`config.mk`:
```
export PLATFORM = sky130hd
export DESIGN_NAME = q2e_cordic_cell
export DESIGN_NICKNAME = d
export VERILOG_FILES = /design/src/hw/rtl/q2e_pkg.sv /design/src/hw/rtl/q2e_cordic_cell.sv
export SDC_FILE = /design/constraint.sdc
export NUM_CORES = 2
export LEC_CHECK = 0
export BUFFER_PORTS_ARGS = -buffer_cell sky130_fd_sc_hd__buf_2
export CAP_MARGIN = 30
export CELL_PAD_IN_SITES_DETAIL_PLACEMENT = 2
export CELL_PAD_IN_SITES_GLOBAL_PLACEMENT = 2
export CORE_UTILIZATION = 30
export DETAILED_ROUTE_END_ITERATION = 10
export PLACE_DENSITY = 0.67
export RECOVER_POWER = 50
export SYNTH_ARGS = -nofsm -noshare
export SYNTH_HDL_FRONTEND = slang
export SYNTH_SLANG_ARGS = --single-unit
```
`constraint.sdc`:
```
create_clock -name clk -period 0.8 [get_ports clk]
set_input_delay 0.2 -clock clk [delete_from_list [all_inputs] [get_ports clk]]
set_output_delay 0.2 -clock clk [all_outputs]
set_load 0.01 [all_outputs]
```
`src/hw/rtl/q2e_pkg.sv`:
```
// Shared types, constants and helpers of the quaternion to Euler angle converter.
// No dependencies; the files that use this package refer to it by scoped names.
`default_nettype none
package q2e_pkg;

    localparam int IN_FRAC_BITS = 14;
    localparam int CORDIC_STEPS = 16;
    localparam int WORK_FRAC    = 30;
    localparam int WORK_SHIFT   = WORK_FRAC - 2 * IN_FRAC_BITS;
    localparam int SQRT_STEPS   = 31;
    localparam int STEP_W       = 5;

    localparam int VW = 40;   // CORDIC x/y width
    localparam int ZW = 34;   // angle accumulator width, radians * 2^30
    localparam int SW = 36;   // operand width after rescaling

    localparam logic signed [33:0] ONE_P   = 34'sd1 <<< (2 * IN_FRAC_BITS);
    localparam logic signed [ZW-1:0] HALF_PI_W = 34'sd1686629713;
    localparam logic signed [16:0] PI_Q13  = 17'sd25736;
    localparam logic signed [16:0] HALF_PI_Q13 = 17'sd12868;

    typedef struct packed {
        logic signed [VW-1:0] rol_x;
        logic signed [VW-1:0] rol_y;
        logic signed [ZW-1:0] rol_z;
        logic                 rol_zero;
        logic signed [VW-1:0] yaw_x;
        logic signed [VW-1:0] yaw_y;
        logic signed [ZW-1:0] yaw_z;
        logic                 yaw_zero;
        logic signed [VW-1:0] pit_x;
        logic signed [VW-1:0] pit_y;
        logic signed [ZW-1:0] pit_z;
        logic [60:0]          sq_n;
        logic [61:0]          sq_r;
        logic                 sat;
        logic                 neg;
    } stage_t;

    typedef struct packed {
        logic signed [VW-1:0] x;
        logic signed [VW-1:0] y;
        logic signed [ZW-1:0] z;
        logic                 zero;
    } vec_t;

    function automatic logic signed [ZW-1:0] atan_entry(input logic [STEP_W-1:0] i);
        logic signed [ZW-1:0] v;
        unique case (i)
            5'd0:  v = 34'sd843314857;
            5'd1:  v = 34'sd497837829;
            5'd2:  v = 34'sd263043837;
            5'd3:  v = 34'sd133525159;
            5'd4:  v = 34'sd67021687;
            5'd5:  v = 34'sd33543516;
            5'd6:  v = 34'sd16775851;
            5'd7:  v = 34'sd8388437;
            5'd8:  v = 34'sd4194283;
            5'd9:  v = 34'sd2097149;
            5'd31: v = 34'sd0;
            default: v = 34'sd1 <<< (30 - i);
        endcase
        return v;
    endfunction

    // Moves a vector with negative x into the right half plane.
    function automatic vec_t prerotate(input logic signed [SW-1:0] y,
                                       input logic signed [SW-1:0] x);
        vec_t v;
        v.zero = (x == '0) && (y == '0);
        if (x < 0) begin
            if (y >= 0) begin
                v.x = VW'(y);
                v.y = -VW'(x);
                v.z = HALF_PI_W;
            end else begin
                v.x = -VW'(y);
                v.y = VW'(x);
                v.z = -HALF_PI_W;
            end
        end else begin
            v.x = VW'(x);
            v.y = VW'(y);
            v.z = '0;
        end
        return v;
    endfunction

    // Rounds the accumulated angle to Q3.13 and clamps it to +-lim.
    function automatic logic signed [15:0] round_clamp(input logic signed [ZW-1:0] z,
                                                       input logic signed [16:0] lim);
        logic signed [ZW-1:0] t;
        logic signed [16:0]   q;
        t = (z + 34'sd65536) >>> 17;
        q = t[16:0];
        if (q > lim) begin
            q = lim;
        end else if (q < -lim) begin
            q = -lim;
        end
        return q[15:0];
    endfunction

endpackage
`default_nettype wire

```
`src/hw/rtl/q2e_cordic_cell.sv`:
```
// One vectoring CORDIC iteration applied to the roll, yaw and pitch vectors.
// Depends on q2e_pkg.
`default_nettype none
module q2e_cordic_cell (
    input  wire logic                               clk,
    input  wire logic                               rst_n,
    input  wire logic                               en,
    input  wire logic [q2e_pkg::STEP_W-1:0]         step,
    input  wire logic                               valid_prev,
    input  wire q2e_pkg::stage_t                    data_prev,
    output logic                                    valid_reg,
    output q2e_pkg::stage_t                         data_reg
);
    q2e_pkg::stage_t      data_next;
    logic signed [q2e_pkg::ZW-1:0] ang;

    always_comb
    begin
        ang       = q2e_pkg::atan_entry(step);
        data_next = data_prev;
        if (data_prev.rol_y >= 0) begin
            data_next.rol_x = data_prev.rol_x + (data_prev.rol_y >>> step);
            data_next.rol_y = data_prev.rol_y - (data_prev.rol_x >>> step);
            data_next.rol_z = data_prev.rol_z + ang;
        end else begin
            data_next.rol_x = data_prev.rol_x - (data_prev.rol_y >>> step);
            data_next.rol_y = data_prev.rol_y + (data_prev.rol_x >>> step);
            data_next.rol_z = data_prev.rol_z - ang;
        end
        if (data_prev.yaw_y >= 0) begin
            data_next.yaw_x = data_prev.yaw_x + (data_prev.yaw_y >>> step);
            data_next.yaw_y = data_prev.yaw_y - (data_prev.yaw_x >>> step);
            data_next.yaw_z = data_prev.yaw_z + ang;
        end else begin
            data_next.yaw_x = data_prev.yaw_x - (data_prev.yaw_y >>> step);
            data_next.yaw_y = data_prev.yaw_y + (data_prev.yaw_x >>> step);
            data_next.yaw_z = data_prev.yaw_z - ang;
        end
        if (data_prev.pit_y >= 0) begin
            data_next.pit_x = data_prev.pit_x + (data_prev.pit_y >>> step);
            data_next.pit_y = data_prev.pit_y - (data_prev.pit_x >>> step);
            data_next.pit_z = data_prev.pit_z + ang;
        end else begin
            data_next.pit_x = data_prev.pit_x - (data_prev.pit_y >>> step);
            data_next.pit_y = data_prev.pit_y + (data_prev.pit_x >>> step);
            data_next.pit_z = data_prev.pit_z - ang;
        end
    end

    always_ff @(posedge clk or negedge rst_n)
    begin
        if (!rst_n) begin
            valid_reg <= 1'b0;
        end else if (en) begin
            valid_reg <= valid_prev;
        end
    end

    always_ff @(posedge clk)
    begin
        if (en) begin
            data_reg <= data_next;
        end
    end
endmodule
`default_nettype wire

```
==> impl_metrics.tcl, run 1 <==
set metrics [dict create \
    yosysWarningCount 0 \
    gp_congestion 0.967 \
    syn_nets 6345 \
    status "did not finish" \
    cts_max_level 2 \
    gr-usage-all-layers 0.735 \
    die_height_um 423 \
    cts_num_sinks 470 \
    io_buffers 947 \
    clockBufferDepth 3 \
    worst_endpoint "data_reg[426]$_DFFE_PP_/D" \
    cts_inserted_buffers 57 \
    grt_max_degree 74 \
    pre_cts_ws_ns -6.00 \
    antenna_found_initial 125 \
    clockRootBuffer "clkbuf_16" \
    start_util 0.304 \
    synth-seq-cells 470 \
    synth_enable_flop_cells 469 \
    dp_hpwl_mm 278 \
    worstEndpointType "register data pin" \
    ys_seq_area_frac 0.266 \
    synth_cell_type_count 110 \
    rows 153 \
    die_w_um 423 \
    avgSynthCellArea_um2 9.62 \
    post-place-cells 10900 \
    synthCells 5514 \
    lastStage "global routing" \
    synth_ff_type "edfxtp_1" \
    error "[ERROR GRT-0232] Routing congestion too high. Check the congestion heatmap in the GUI." \
    synthArstFlopShare 0.00213 \
    grt_overflow 11 \
    syn_area_um2 53100 \
    ios 948 \
    place_area_um2 79500 \
]
==> metrics by stage <==
stage	util	hold WS (ns)
floorplan	-	-0.0956
global placement	0.455	-0.0245
detailed placement	0.455	-0.0162
CTS	0.499	-0.235
==> cells in the mapped netlist, drive strengths merged (132+ instances only) <==
library cell | number | share of area
xor2 | 191 | 0.032
xnor2 | 351 | 0.058
a21o | 187 | 0.026
mux2i | 216 | 0.041
o21ai | 370 | 0.035
nor2 | 424 | 0.030
a21oi | 404 | 0.038
buf | 168 | 0.020
edfxtp | 469 | 0.27
nand2 | 453 | 0.032
inv | 132 | 0.0093
mux4 | 282 | 0.12
ha | 344 | 0.081
mux2 | 145 | 0.031
==> layer usage <==
metal,GRT usage,GRT overflow
met1,0.694,0
met2,0.928,5
met3,0.567,1
met5,0.320,0
met4,0.796,5
==> logic make-up after synthesis <==
logic type / Yosys count / share of synthesized area
buffers and inverters: 415 / 0.0376
flip-flops: 470 / 0.266
AND/OR/NAND/NOR: 1515 / 0.139
XOR/XNOR: 544 / 0.0904
AO/OA/AOI/OAI: 1574 / 0.191
multiplexers: 643 / 0.192
adder cells (fa/ha/maj): 353 / 0.0845
==> timing repair <==
item	CTS
pin swaps	282
cloned	12
buffers inserted	221
gates resized for setup	525
hold endpoints to repair	164
hold buffers	135
endpoints found under the setup margin	812
==> run 2: changes to the inputs <==
CELL_PAD_IN_SITES_DETAIL_PLACEMENT = unset   (was 2)
CELL_PAD_IN_SITES_GLOBAL_PLACEMENT = unset   (was 2)
CORE_UTILIZATION = 20   (was 30)
PLACE_DENSITY = unset   (was 0.67)
PLACE_DENSITY_LB_ADDON = 0.15   (was unset)
==> impl_metrics.tcl, run 2 <==
set metrics [dict create \
    worst-path-stages 26 \
    gr-usage-met2 0.395 \
    grt_max_degree 57 \
    die-area_um2 267000 \
    start_util 0.202 \
    cts_inserted_buffers 59 \
    cp-startpoint "step[0]" \
    synth-seq-cells 470 \
    cts_tree "done" \
    die_w_um 517 \
    synth_cell_type_count 110 \
    fin_total_pwr_uw 166000 \
    fmax_ghz 0.184 \
    max_slew.worst_pin.slew_ns 1.07 \
    rrSetupSlack_ns 0.04 \
    synthArstFlopShare 0.00213 \
    p_int_uw 102000 \
    drc 0 \
    synth.area.mux_share 0.192 \
    rsz0062_at_grt "true" \
    synthXorXnorAreaFrac 0.0904 \
    critPathCapture "data_reg[198]" \
    crit_path_end_kind "flip-flop" \
    antenna_found_initial 120 \
    reg2reg_to "valid_reg" \
    rows 188 \
    switching_share 0.387 \
    num_vias 61200 \
    crit_buf_inv 5 \
    synthTopCellsByArea "edfxtp_1 (27%), mux4_2 (12%), ha_1 (8.1%)" \
    final-setup-viol-count 1026 \
    cap_violations 0 \
    dp_hpwl_mm 254 \
    clockRootBuffer "clkbuf_16" \
    yosysMostFrequentCell "edfxtp_1" \
    r2r-start "valid_reg" \
    drive_gt1_frac 0.554 \
    setup_ws_ns -4.65 \
    synth_adder_area_share 0.0845 \
    ir_drop_v 0.00184 \
    clock_latency_ns 0.71 \
    crit_fanout 7 \
    die_height_um 517 \
    max-slew-margin-rel 0.277 \
    comb_power_share 0.599 \
    pwr-share-seq 0.222 \
    grt_pass1_vias 61700 \
    ys_seq_area_frac 0.266 \
    final_cell_area_um2 92500 \
    p_sw_uw 64300 \
    required_ns 1.26 \
    yosysWarningCount 0 \
    area_growth_pct 74.3 \
    avgSynthCellArea_um2 9.62 \
    hold_violations 10 \
    drt_iter0_markers 3788 \
    io_buffers 947 \
    whs_ns -0.249 \
    report.final.slew_viol_count 0 \
    postLayoutCoreUtil 0.352 \
    synth_compound_area_frac 0.191 \
    period_share 6.81 \
    yosys.area_share.simple 0.139 \
    gr-usage-all-layers 0.218 \
    core_um2 263000 \
    grt_overflow 0 \
    status "complete, but fails checks" \
    cts_num_sinks 470 \
    avgViaCountPerCell 4.80 \
    crit_type "input port to flip-flop" \
    largest_reg_flops 469 \
    layout.nets 9997 \
    critPathTopFamily "simple AND/OR/NAND/NOR gates" \
    crit_arrival_ns 5.90 \
    syn_area_um2 53100 \
    synthTopCellsByCount "edfxtp_1 (469), nand2_1 (452), nor2_1 (424), a21oi_1 (404), o21ai_0 (354)" \
    leakagePower_uw 0.0410 \
    grt_use_met1 0.256 \
    grt_pass1_wl_mm 426 \
    layout_commonest_cell "buf_4" \
    power_density_nw_per_um2 1800 \
    ios 948 \
    hp-class "input port to flip-flop" \
    synth_top_family_by_area "multiplexers" \
    ff2ff_path_depth 1 \
    critPathMaxStageDelay_ns 0.63 \
    violations "negative hold slack, negative setup slack" \
    pre_cts_ws_ns -5.87 \
    synth_ff_type "edfxtp_1" \
    clockBufferDepth 3 \
    antenna_left 0 \
    crit_path_top_delay_cell "or4bb_4" \
    cts_max_level 2 \
    min_period_ns 5.45 \
    finalWirelength_mm 306 \
    clockPowerShare 0.180 \
    skew_ns 0 \
    synth_enable_flop_cells 469 \
    busiest_layer "met2" \
    hold_buffers 136 \
    synthCells 5514 \
    layout_common_cells "buf_4 (2574), buf_2 (935), edfxtp_1 (469)" \
    drtPass1Iterations 6 \
    yosys.area.top_type "edfxtp_1" \
    start_kind "input port" \
    gp_congestion 0.934 \
    grtUsageMet3 0.0345 \
    synth_top_area_share 0.265 \
    syn_nets 6345 \
    wl_per_cell_um 24.0 \
    clk_pin_slew_worst_paths_ns 0.06 \
    place_area_um2 81700 \
]
run 2: cell counts after synthesis:
No cell type changed its count.
run 2: worst min path at each step:
stage / startpoint / to / slack [ns] / cells past startpoint
floorplan: rst_n / valid_reg / -0.1 / 0
global placement: rst_n / valid_reg / -0.02 / 1
detailed placement: rst_n / valid_reg / -0.02 / 1
CTS: data_prev[355] / data_reg[355] / -0.32 / 2
global route: data_prev[240] / data_reg[240] / -0.27 / 2
finish: data_prev[355] / data_reg[355] / -0.25 / 2
run 2: kinds of logic after synthesis:
| group | after synthesis |
|---|---|
| simple gates | 1515 |
| mux | 643 |
| xor+xnor | 544 |
| fa+ha+maj | 353 |
| compound gates | 1574 |
| buf+inv | 415 |
| flops | 470 |
run 2: per-layer routing:
layer	wire length, um	up-vias	part of all wire
li1	-	28500	-
met1	121000	30100	0.40
met2	154000	2078	0.50
met3	17900	511	0.058
met4	12800	44	0.042
met5	271	-	0.00088
run 2: through the flow:
stage,std cells,hold slack (ns),setup TNS [ns]
final,12800,-0.249,-1542.54
after CTS,12600,-0.315,-1529.01
after detailed placement,12200,-0.0241,-1695.48
after global placement,12200,-0.0233,-1690.77
after floorplan,5514,-0.0956,-1350.02
after global routing,12800,-0.274,-1624.60
run 2: power groups by stage:
stage | sequential [uW] | combinational [uW] | clock, uW
after floorplan | 39800 | 39200 | 0
after global placement | 37300 | 90000 | 0
after detailed placement | 37300 | 89700 | 0
after CTS | 36900 | 95700 | 31200
after global routing | 37400 | 107000 | 31900
final | 36800 | 99500 | 29900
run 2: area by class of cell:
type	instances	area, um2
clock inverter	49	647
fill	27300	171000
sequential	470	14100
multi-input combinational	4629	42400
antenna	33	82.6
clock buffer	61	1480
timing repair buffer	3872	28900
tap	3515	4400
inverter	134	539
run 2: what timing repair did:
action                                  CTS  global route
hold endpoints to repair                196            12
resized for setup                       479           491
endpoints found under the setup margin  812           820
pin swaps                               267           371
gates cloned                             16             3
buffers inserted                        196           138
Power figures use the tool's default switching activity.
