--- src/hw/rtl/q2e_pkg.sv ---
// Shared types, constants and helpers of the quaternion to Euler angle converter.
// No dependencies; the files that use this package refer to it by scoped names.
`default_nettype none
package q2e_pkg;

    localparam int IN_FRAC_BITS = 14;
    localparam int CORDIC_STEPS = 16;
    localparam int WORK_FRAC    = 30;
    localparam int WORK_SHIFT   = WORK_FRAC - 2 * IN_FRAC_BITS;
    localparam int SQRT_STEPS   = 31;
    localparam int STEP_W       = 5;

    localparam int VW = 40;   // CORDIC x/y width
    localparam int ZW = 34;   // angle accumulator width, radians * 2^30
    localparam int SW = 36;   // operand width after rescaling

    localparam logic signed [33:0] ONE_P   = 34'sd1 <<< (2 * IN_FRAC_BITS);
    localparam logic signed [ZW-1:0] HALF_PI_W = 34'sd1686629713;
    localparam logic signed [16:0] PI_Q13  = 17'sd25736;
    localparam logic signed [16:0] HALF_PI_Q13 = 17'sd12868;

    typedef struct packed {
        logic signed [VW-1:0] rol_x;
        logic signed [VW-1:0] rol_y;
        logic signed [ZW-1:0] rol_z;
        logic                 rol_zero;
        logic signed [VW-1:0] yaw_x;
        logic signed [VW-1:0] yaw_y;
        logic signed [ZW-1:0] yaw_z;
        logic                 yaw_zero;
        logic signed [VW-1:0] pit_x;
        logic signed [VW-1:0] pit_y;
        logic signed [ZW-1:0] pit_z;
        logic [60:0]          sq_n;
        logic [61:0]          sq_r;
        logic                 sat;
        logic                 neg;
    } stage_t;

    typedef struct packed {
        logic signed [VW-1:0] x;
        logic signed [VW-1:0] y;
        logic signed [ZW-1:0] z;
        logic                 zero;
    } vec_t;

    function automatic logic signed [ZW-1:0] atan_entry(input logic [STEP_W-1:0] i);
        logic signed [ZW-1:0] v;
        unique case (i)
            5'd0:  v = 34'sd843314857;
            5'd1:  v = 34'sd497837829;
            5'd2:  v = 34'sd263043837;
            5'd3:  v = 34'sd133525159;
            5'd4:  v = 34'sd67021687;
            5'd5:  v = 34'sd33543516;
            5'd6:  v = 34'sd16775851;
            5'd7:  v = 34'sd8388437;
            5'd8:  v = 34'sd4194283;
            5'd9:  v = 34'sd2097149;
            5'd31: v = 34'sd0;
            default: v = 34'sd1 <<< (30 - i);
        endcase
        return v;
    endfunction

    // Moves a vector with negative x into the right half plane.
    function automatic vec_t prerotate(input logic signed [SW-1:0] y,
                                       input logic signed [SW-1:0] x);
        vec_t v;
        v.zero = (x == '0) && (y == '0);
        if (x < 0) begin
            if (y >= 0) begin
                v.x = VW'(y);
                v.y = -VW'(x);
                v.z = HALF_PI_W;
            end else begin
                v.x = -VW'(y);
                v.y = VW'(x);
                v.z = -HALF_PI_W;
            end
        end else begin
            v.x = VW'(x);
            v.y = VW'(y);
            v.z = '0;
        end
        return v;
    endfunction

    // Rounds the accumulated angle to Q3.13 and clamps it to +-lim.
    function automatic logic signed [15:0] round_clamp(input logic signed [ZW-1:0] z,
                                                       input logic signed [16:0] lim);
        logic signed [ZW-1:0] t;
        logic signed [16:0]   q;
        t = (z + 34'sd65536) >>> 17;
        q = t[16:0];
        if (q > lim) begin
            q = lim;
        end else if (q < -lim) begin
            q = -lim;
        end
        return q[15:0];
    endfunction

endpackage
`default_nettype wire

--- src/hw/rtl/q2e_sqrt_cell.sv ---
// One bit of the pipelined integer square root of the pitch cosine term.
// Depends on q2e_pkg.
`default_nettype none
module q2e_sqrt_cell (
    input  wire logic                               clk,
    input  wire logic                               rst_n,
    input  wire logic                               en,
    input  wire logic [q2e_pkg::STEP_W-1:0]         step,
    input  wire logic                               valid_prev,
    input  wire q2e_pkg::stage_t                    data_prev,
    output logic                                    valid_reg,
    output q2e_pkg::stage_t                         data_reg
);
    q2e_pkg::stage_t data_next;
    logic [61:0]     bit_val;
    logic [61:0]     trial;

    always_comb
    begin
        bit_val   = 62'd1 << {step, 1'b0};
        trial     = data_prev.sq_r + bit_val;
        data_next = data_prev;
        if ({1'b0, data_prev.sq_n} >= trial) begin
            data_next.sq_n = data_prev.sq_n - trial[60:0];
            data_next.sq_r = (data_prev.sq_r >> 1) + bit_val;
        end else begin
            data_next.sq_r = data_prev.sq_r >> 1;
        end
    end

    always_ff @(posedge clk or negedge rst_n)
    begin
        if (!rst_n) begin
            valid_reg <= 1'b0;
        end else if (en) begin
            valid_reg <= valid_prev;
        end
    end

    always_ff @(posedge clk)
    begin
        if (en) begin
            data_reg <= data_next;
        end
    end
endmodule
`default_nettype wire

--- config.mk ---
export PLATFORM = sky130hd
export DESIGN_NAME = q2e_sqrt_cell
export DESIGN_NICKNAME = d
export VERILOG_FILES = /design/src/hw/rtl/q2e_pkg.sv /design/src/hw/rtl/q2e_sqrt_cell.sv
export SDC_FILE = /design/constraint.sdc
export NUM_CORES = 1
export LEC_CHECK = 0
export BUFFER_PORTS_ARGS = -buffer_cell sky130_fd_sc_hd__clkbuf_2
export CORE_AREA = 2 2 367 369
export CTS_CLUSTER_DIAMETER = 100
export DETAILED_ROUTE_END_ITERATION = 16
export DIE_AREA = 0 0 369 371
export PLACE_DENSITY = 0.41
export SLEW_MARGIN = 20
export SYNTH_ARGS = -nofsm -noshare
export SYNTH_HDL_FRONTEND = slang
export SYNTH_SLANG_ARGS = --single-unit
--- constraint.sdc ---
create_clock -name clk -period 1.9 [get_ports clk]
set_clock_uncertainty 0.05 [all_clocks]
set_input_delay 0.57 -clock clk [delete_from_list [all_inputs] [get_ports clk]]
set_output_delay 0.57 -clock clk [all_outputs]
set_load 0.03 [all_outputs]
* Yosys cells after proc, flatten, opt, wreduce, memory -nomap -nowiden
Cells that the tools add are included.
Widths: inputs -> output; s select.
** Cells by class
- $add $sub $neg :: 3
- Magnitude comparators :: 1
- Shift operators :: 1
- Mux-type cells :: 2
** Operators with widths (count)
- $mux 61 :: 2
- $add 61x62->62 :: 1
- $add 62x62->62 :: 1
- $ge 61x62->1 :: 1
- $shl 1x6->62 const A :: 1
- $sub 61x61->61 :: 1
** Storage, ports and cells
- Bits in registers :: 470
- Input port bits :: 478
- Output and inout bits :: 470
- Word-level logic and storage cells :: 24

* Logic depth before layout (Yosys ltp)
Gate-level depths: netlist of the first run.
- Word-level depth :: 4
- Gate-level depth with buffers :: 33
- Gate-level depth less buffers :: 27

* Worst setup path before layout of the first run
OpenSTA, ideal clock, no wires.
- Path kind :: input -> register
- From :: input step[1] in the netlist's numbering
- To :: register data_reg[123] in the netlist's numbering, data pin
- Setup time :: 0.261 ns
- Data arrival time :: 6.287 ns
- Data required time :: 1.589 ns
- Path slack :: -4.697 ns
- Stages on the path :: 33
- Buffers on the path :: 6
- Cells stage by stage :: clkbuf_1 -> or3_1 -> clkbuf_1 -> nor2_1 -> ha_1 -> ha_1 -> nor2_1 -> o31ai_1 -> a31oi_1 -> o31ai_1 -> a31o_2 -> a41oi_1 -> o21ai_0 -> nand2_1 -> nand2_1 -> nand2_1 -> xnor2_1 -> ha_1 -> clkbuf_1 -> nand2_1 -> nor2_1 -> o211ai_1 -> and3_1 -> and3b_1 -> a211o_1 -> a211o_1 -> a21boi_0 -> mux2i_1 -> buf_4 -> buf_6 -> buf_4 -> a211oi_1 -> a21oi_1
** RTL lines
- from (decl) :: line q2e_sqrt_cell.sv:8 : input wire logic [q2e_pkg::STEP_W-1:0] step,
- to (signal assigned) :: line q2e_sqrt_cell.sv:43 : data_reg <= data_next;
- to (decl) :: line q2e_sqrt_cell.sv:12 : output q2e_pkg::stage_t data_reg

==> results of run 1 <==
[power groups by stage]
stage	clock network, mW	registers [mW]	logic, mW
detailed placement	0	13.1	8.62
global placement	0	13.1	8.65
floorplan	0	14.7	2.12
CTS	12.7	13.0	10.8
finish	12.3	13.1	11.0
global route	13.0	13.2	11.6
[worst paths after layout]
check                           endpoint  cells after the start
max                         data_reg[43]                     30
min                        data_reg[139]                      1
max reg2reg                    valid_reg                      1
min reg2reg                    valid_reg                      1
max in group asynchronous      valid_reg                      2
min in group asynchronous      valid_reg                      2
[cell usage after synthesis (all sizes together) (6+ instances only)]
master / number / share of area [%]
o21bai: 19 / 0.59
clkbuf: 64 / 1.0
nand3: 32 / 0.66
and4: 6 / 0.22
a31o: 9 / 0.33
o21a: 9 / 0.28
o31a: 7 / 0.25
nor2: 137 / 2.1
o31ai: 12 / 0.37
edfxtp: 469 / 58
a2111oi: 7 / 0.25
nand2: 219 / 3.4
xor2: 90 / 3.3
buf: 24 / 0.58
a21o: 36 / 1.1
nor3b: 8 / 0.27
mux2: 7 / 0.33
and3: 15 / 0.39
xnor2: 98 / 3.6
o211ai: 14 / 0.46
a311oi: 6 / 0.22
ha: 105 / 5.4
a311o: 6 / 0.25
or3: 11 / 0.29
nand2b: 25 / 0.65
nor2b: 15 / 0.39
a211oi: 9 / 0.28
inv: 46 / 0.72
nor4: 7 / 0.18
a211o: 7 / 0.25
nor3: 38 / 0.79
o21ai: 182 / 3.8
and2: 20 / 0.52
o2111ai: 8 / 0.29
a21oi: 134 / 2.8
nand4: 34 / 0.88
a31oi: 55 / 1.4
a41oi: 12 / 0.44
a21boi: 14 / 0.45
[cells by family (layout without fill, tap and decap cells)]
| kind of cell | Yosys count | after routing | synth area share (%) |
|---|---|---|---|
| AOI/OAI and AO/OA | 575 | 575 | 14.9 |
| xor gates and xnor gates | 188 | 188 | 6.82 |
| adders and majority gates | 109 | 109 | 5.65 |
| buffers and inverters | 134 | 2094 | 2.30 |
| DFF | 470 | 470 | 58.5 |
| muxes | 9 | 9 | 0.410 |
| other | 0 | 12 | 0 |
| and+or+nand+nor | 588 | 588 | 11.5 |
[metal layers]
layer  GRT usage (%)  routed length, um
met4            6.14               4480
met2            37.7              76200
met5               0                241
met3            7.50              13400
met1            25.4              61100
[final cells by class]
class	count	area, um^2	area share (%)
multi-input cells	1469	11100	24.1
inverters	46	173	0.373
diodes	12	30.0	0.0648
repair buffers	1941	16600	35.8
clock buffers	65	1480	3.19
clock inverters	42	592	1.28
flip-flops and latches	470	14100	30.4
well taps	1768	2210	4.77
[repair_timing]
action | in CTS | in global routing
resized for setup | 1036 | 367
hold buffers | 183 | 0
setup buffers | 53 | 20
setup endpoints to repair | 494 | 387
gates cloned | 11 | 0
pin swaps | 151 | 93
endpoints found under the hold margin | 183 | 0
[per-stage QoR]
stage | total power, mW | instance area (um^2) | util [%] | setup slack (ns)
after global routing | 37.7 | 46300 | 34.9 | -4.21
after CTS | 36.5 | 45500 | 34.3 | -4.03
after global placement | 21.8 | 36700 | 27.7 | -5.04
after detailed placement | 21.7 | 36700 | 27.7 | -5.04
after floorplan | 16.8 | 24500 | - | -4.09
final | 36.4 | 46300 | 34.9 | -4.02
==> qor.txt, run 1 <==
CELLS AND AREA
-------------------------------------------------------------------------------------
Total of fill cells in the finished design                                      13508
Layout-stage area growth over the synthesis result                              92.0%
Fraction of final layout cells sized beyond drive strength 1                    52.5%
Max reg flops                                                                     469
Final instance count without filler cells                                        5813
Most frequent cells in the layout                                        buf_4 (753), clkbuf_2 (553), edfxtp_1 (469)
Number of nets in the layout                                                     4569
Most frequent standard cell in the layout excluding fill and tap cells          buf_4

POWER AND IR DROP
-------------------------------------------------------------------------------------
Combinational power share                                                       30.2%
Sw Pwr                                                                        11.6 mW
Worst ir drop on vdd                                                       0.000568 V
Sequential fraction of design power                                             36.0%
Proportion of power drawn by the clock network                                  33.8%
Internal Power                                                                24.8 mW
Reported leakage power                                                        19.8 nW
Power per Cell Area                                                       786 nW/um^2
Switching share of power                                                        32.0%

PLACEMENT
-------------------------------------------------------------------------------------
Post-DP HPWL                                                                129000 um
Placed cells                                                                     5445
Final weighted congestion in routability-driven placement                       0.885
PortBufs                                                                          947

WORST SETUP PATH
-------------------------------------------------------------------------------------
Worst endpoint required time                                                  2.26 ns
Startpoint of the worst-slack reg-to-reg timing path                        valid_reg
Critical path launch point type                                            input port
R2R setup slack                                                               1.10 ns
Delay of the slowest critical-path stage                                      0.44 ns
Capturing element type of the critical path                                      flop
Arrival time worst endpoint                                                   6.28 ns
Launch point of the worst path                                                step[4]
Cell repeated most along the worst path                                        buf_12
Total buffers and inverters traversed by the critical path                          5
Worst path top cell family by delay                                      compound AO/OA/AOI/OAI gates
Critical path's slowest cell                                                   or3b_4
Critical Path Fanout Max                                                            6
Class of the most critical setup path                                       in -> reg

ROUTING
-------------------------------------------------------------------------------------
Average wire per cell in the routed design                                    26.7 um
Post-Route WL                                                               155000 um
Number of routed nets with antenna violations                                       0
Via count normalized by instance count                                           4.28
Vias                                                                            24873
Post-route DRC violation count                                                      0
Number of iterations in the first detailed-routing pass                             6
Drt first-iter violations                                                        1536

FLOORPLANNING
-------------------------------------------------------------------------------------
Die footprint                                                             137000 um^2
Initial cell density of the core                                                18.2%
Cell row count                                                                    134
IO Pins                                                                           948
Core Box Area                                                             133000 um^2
Die Ht                                                                         371 um
Die extent in x                                                                369 um

MIN PATH
-------------------------------------------------------------------------------------
Hold_sp                                                                  data_prev[139]
Tightest Hold Check Type                                                    in -> reg

GLOBAL ROUTE
-------------------------------------------------------------------------------------
Global-route usage over all layers                                              21.8%
Initial antenna violation count                                                    59
Pin count of the biggest net entering global routing                               65
First-pass GRT wire length                                                  206000 um
GRT overflow                                                                        0
Number of global-route vias before repair                                       25525

CLOCKING
-------------------------------------------------------------------------------------
CTS H-tree lvls                                                                     2
Deepest clock path buffer count                                                     3
Buffer cell driving the clock tree root                                     clkbuf_16
Clk_lat worst skew                                                            0.66 ns
TritonCTS clock tree                                                              yes
Number of CTS-inserted buffers                                                     57
Register clock-pin slew on the reported worst setup and hold paths            0.07 ns
Clock net sink count                                                              470

SYNTHESIS
-------------------------------------------------------------------------------------
Main synth FF type                                                           edfxtp_1
Count of distinct cell types in the synthesized netlist                            79
Net Count, Synth                                                                 2657
Count of flip-flops with a built-in enable after synthesis                        469
Number of cells produced by synthesis                                            2073
Post-Synthesis Mean Instance Area                                           11.6 um^2
Fraction of synthesis flops using an asynchronous set or reset pin             0.213%
Sequential share of the synthesized area                                        58.5%
Synthesis Warnings                                                                  0
Post-Syn Area                                                              24100 um^2
Seq cells post-synth                                                              470

TIMING
-------------------------------------------------------------------------------------
Fin crit period                                                               5.92 ns
Setup repair after global routing missed its margin                               yes
Transition time at the pin with the least slew margin                        0.695 ns
Setup violations, final                                                           185
Maximum clock rate                                                          0.169 GHz
Share of the clock period used by the worst path                                 311%
Final sum of negative setup slack                                          -476.03 ns
Final worst setup slack                                                      -4.02 ns
Relative slew slack                                                             53.2%
Total count of hold-check failures in the final report                              0
Max-slew violation count                                                            0
Final Hold Slack                                                            0.0495 ns

JOB
-------------------------------------------------------------------------------------
Max-cap violations                                                                  0

RUN STATUS
-------------------------------------------------------------------------------------
Run status                                                               finished with violations
Violations in the final reports                                          setup timing

No activity file was read; power rests on OpenSTA's default activity.
==> run 2, diff against run 1 <==
--- a/config.mk
+++ b/config.mk
@@ -5,12 +5,13 @@
 export SDC_FILE = /design/constraint.sdc
 export NUM_CORES = 1
 export LEC_CHECK = 0
+export ABC_AREA = 1
 export BUFFER_PORTS_ARGS = -buffer_cell sky130_fd_sc_hd__clkbuf_2
 export CORE_AREA = 2 2 367 369
 export CTS_CLUSTER_DIAMETER = 100
 export DETAILED_ROUTE_END_ITERATION = 16
 export DIE_AREA = 0 0 369 371
-export PLACE_DENSITY = 0.41
+export PLACE_DENSITY = 0.45
 export SLEW_MARGIN = 20
 export SYNTH_ARGS = -nofsm -noshare
 export SYNTH_HDL_FRONTEND = slang
==> qor.txt, run 2 <==
CLOCKING
-------------------------------------------------------------------------------------
Number of CTS-inserted buffers                                                     58   +1.8%
Clk_lat worst skew                                                            0.66 ns   about the same
Deepest clock path buffer count                                                     3   unchanged
Register clock-pin slew on the reported worst setup and hold paths            0.06 ns   about the same
Clock net sink count                                                              470   unchanged
TritonCTS clock tree                                                              yes
CTS H-tree lvls                                                                     2   unchanged
Buffer cell driving the clock tree root                                     clkbuf_16

FLOORPLANNING
-------------------------------------------------------------------------------------
Die Ht                                                                         371 um   unchanged
IO Pins                                                                           948   unchanged
Cell row count                                                                    134   unchanged
Die footprint                                                             137000 um^2   unchanged
Initial cell density of the core                                                21.6%   +3.5 points
Die extent in x                                                                369 um   unchanged
Core Box Area                                                             133000 um^2   unchanged

GLOBAL ROUTE
-------------------------------------------------------------------------------------
First-pass GRT wire length                                                  272000 um   +32%
Number of global-route vias before repair                                       35940   +41%
Pin count of the biggest net entering global routing                               45   -31%
Global-route usage over all layers                                              28.6%   +6.8 points
Initial antenna violation count                                                    26   -56%
Met1 track demand over resource in global routing                               33.5%   +8.1 points
GRT overflow                                                                        0   unchanged
Met2 track demand over resource in global routing                               50.7%   +13 points
Met3 Track Usage GR                                                             4.68%   -2.8 points
Layer with the highest usage                                                     met2

CELLS AND AREA
-------------------------------------------------------------------------------------
Number of nets in the layout                                                     6594   +44%
Summed area of non-filler cells in the final layout                        56100 um^2   +21%
Layout-stage area growth over the synthesis result                              95.2%
Total of fill cells in the finished design                                      13565   +0.42%
Max reg flops                                                                     469   unchanged
Most frequent standard cell in the layout excluding fill and tap cells          buf_4
Fraction of final layout cells sized beyond drive strength 1                    50.0%   -2.5 points
Most frequent cells in the layout                                        buf_4 (1196), nand2_1 (816), clkbuf_2 (588)

ROUTING
-------------------------------------------------------------------------------------
Vias                                                                            35954   +45%
Drt first-iter violations                                                        2484   +62%
Number of iterations in the first detailed-routing pass                             5   -1
Post-Route WL                                                               209000 um   +34%
Number of routed nets with antenna violations                                       0   unchanged
Via count normalized by instance count                                           4.59   +7.2%
Post-route DRC violation count                                                      0   unchanged
Average wire per cell in the routed design                                    26.6 um   -0.38%

POWER AND IR DROP
-------------------------------------------------------------------------------------
Proportion of power drawn by the clock network                                  30.7%   -3.1 points
Switching share of power                                                        35.1%   +3.1 points
Sequential fraction of design power                                             34.7%   -1.3 points
Combinational power share                                                       34.5%   +4.3 points
Worst ir drop on vdd                                                       0.000691 V   +22%
Sw Pwr                                                                        13.4 mW   +15%
Power per Cell Area                                                       679 nW/um^2   -14%
Internal Power                                                                24.7 mW   -0.13%
Reported leakage power                                                        26.2 nW   +32%

TIMING
-------------------------------------------------------------------------------------
Total count of hold-check failures in the final report                              0   unchanged
Max-slew violation count                                                            0   unchanged
Fin crit period                                                               4.49 ns   -1.42 ns
Final Hold Slack                                                            0.0452 ns   -0.00424 ns
Share of the clock period used by the worst path                                 237%   -75 points
Relative slew slack                                                             60.5%   +7.3 points
Transition time at the pin with the least slew margin                        0.592 ns   -0.103 ns
Maximum clock rate                                                          0.223 GHz   +32%
Final worst setup slack                                                      -2.59 ns   +1.42 ns
Setup repair after global routing missed its margin                               yes
Setup violations, final                                                           222   +20%

PLACEMENT
-------------------------------------------------------------------------------------
Placement-stage worst setup slack                                            -4.06 ns   +0.977 ns
Cell area reported after detailed placement                                44200 um^2   +20%
PortBufs                                                                          947   unchanged
Post-DP HPWL                                                                172000 um   +33%
Final weighted congestion in routability-driven placement                        1.01   +14%

RUN STATUS
-------------------------------------------------------------------------------------
Run status                                                               finished with violations
Violations in the final reports                                          setup timing

SYNTHESIS
-------------------------------------------------------------------------------------
Commonest cells in the synthesized netlist                               nand2_1 (1100), edfxtp_1 (469), inv_1 (450)
Count of distinct cell types in the synthesized netlist                            48   -39%
Number of cells produced by synthesis                                            3543   +71%
Fraction of synthesis flops using an asynchronous set or reset pin             0.213%   unchanged
Share of the synthesized area in the top cell type                              49.0%   -9.4 points
Post-Synthesis Mean Instance Area                                           8.11 um^2   -30%
Count of flip-flops with a built-in enable after synthesis                        469   unchanged
Synthesis Warnings                                                                  0   unchanged
Top cell type by total area after synthesis                                  edfxtp_1
Seq cells post-synth                                                              470   unchanged
Net Count, Synth                                                                 4127   +55%
Most frequent cell after synthesis                                            nand2_1
Post-Syn Area                                                              28700 um^2   +19%
Ranking of synthesized cells by area                                     edfxtp_1 (49%), nand2_1 (14%), inv_1 (5.9%)
Main synth FF type                                                           edfxtp_1
Sequential share of the synthesized area                                        49.1%   -9.4 points

WORST SETUP PATH
-------------------------------------------------------------------------------------
Capturing element type of the critical path                                      flop
Cell repeated most along the worst path                                       nand2_1
Critical path's slowest cell                                                     ha_1
Critical path launch point type                                            input port
Critical Path Fanout Max                                                            5   -1
Class of the most critical setup path                                       in -> reg
Arrival time worst endpoint                                                   4.85 ns   -1.43 ns
Worst endpoint required time                                                  2.26 ns   about the same
Delay of the slowest critical-path stage                                      0.29 ns   -0.15 ns

JOB
-------------------------------------------------------------------------------------
Max-cap violations                                                                  0   unchanged

MIN PATH
-------------------------------------------------------------------------------------
Tightest Hold Check Type                                                    in -> reg

run 2: stage by stage:
stage,setup TNS (ns),utilization (%),power [mW],std cells
CTS,-334.09,39.5,36.9,7778
floorplan,-310.24,-,17.4,3543
detailed placement,-490.06,33.3,23.3,7302
finish,-319.64,42.2,38.1,7835
global route,-342.30,42.2,39.3,7829
global placement,-499.07,33.3,23.4,7302
run 2: timing repair:
item,4_1_cts,5_1_grt
cloned,17,14
resized for setup,608,1529
setup endpoints to repair,495,476
pin swaps,128,132
hold buffers,261,0
buffers inserted,94,42
endpoints found under the hold margin,261,0
run 2: per-layer routing:
metal	wire length, um	part of all wire [%]
met1	80400	39
met5	109	0.052
met3	13400	6.4
met2	103000	49
met4	12000	5.7
run 2: cell type report:
cell class                      instances  area [um^2]  area share, %
Timing Repair Buffer                 2464        19500           34.7
Multi-Input combinational cell       2561        16600           29.5
Sequential cell                       470        14100           25.1
Tap cell                             1768         2210           3.94
Inverter                              455         1740           3.10
Clock buffer                           67         1510           2.69
Clock inverter                         40          454          0.810
Antenna cell                           10         25.0         0.0446
run 2: path summary, 6_finish.rpt:
| kind | start | endpoint | slack, ns | cells after the start |
|---|---|---|---|---|
| max | step[3] | data_reg[38] | -2.59 | 35 |
| max in group asynchronous | rst_n | valid_reg | 1.53 | 2 |
| max reg2reg | valid_reg | valid_reg | 1.10 | 1 |
| min in group asynchronous | rst_n | valid_reg | 0.18 | 2 |
| min | data_prev[253] | data_reg[253] | 0.05 | 1 |
| min reg2reg | valid_reg | valid_reg | 0.47 | 1 |
run 2: worst max-delay path: cells and delay by family:
family,cells,cell delay (ns)
compound gates,2,0.43
xor+xnor,1,0.12
fa+ha+maj,2,0.55
buf+inv,12,1.52
simple gates,18,1.63
run 2: cell families (layout without fill, tap and decap cells):
| kind of cell | count (synthesis) | count (layout) | synth area share, % |
|---|---|---|---|
| simple gates | 1955 | 1956 | 28.2 |
| buf+inv | 513 | 3026 | 7.11 |
| flops | 470 | 470 | 49.1 |
| compound gates | 376 | 376 | 7.20 |
| xor+xnor | 122 | 122 | 3.72 |
| fa+ha+maj | 106 | 106 | 4.64 |
| mux | 1 | 1 | 0.0392 |
| other cells | 0 | 10 | 0 |
run 2: power by group through the flow:
stage	clock network, mW	logic [mW]	registers, mW
after global placement	0	10.1	13.3
after global routing	12.4	13.7	13.3
final	11.7	13.2	13.2
after detailed placement	0	10.0	13.3
after floorplan	0	2.53	14.9
after CTS	12.0	11.7	13.1
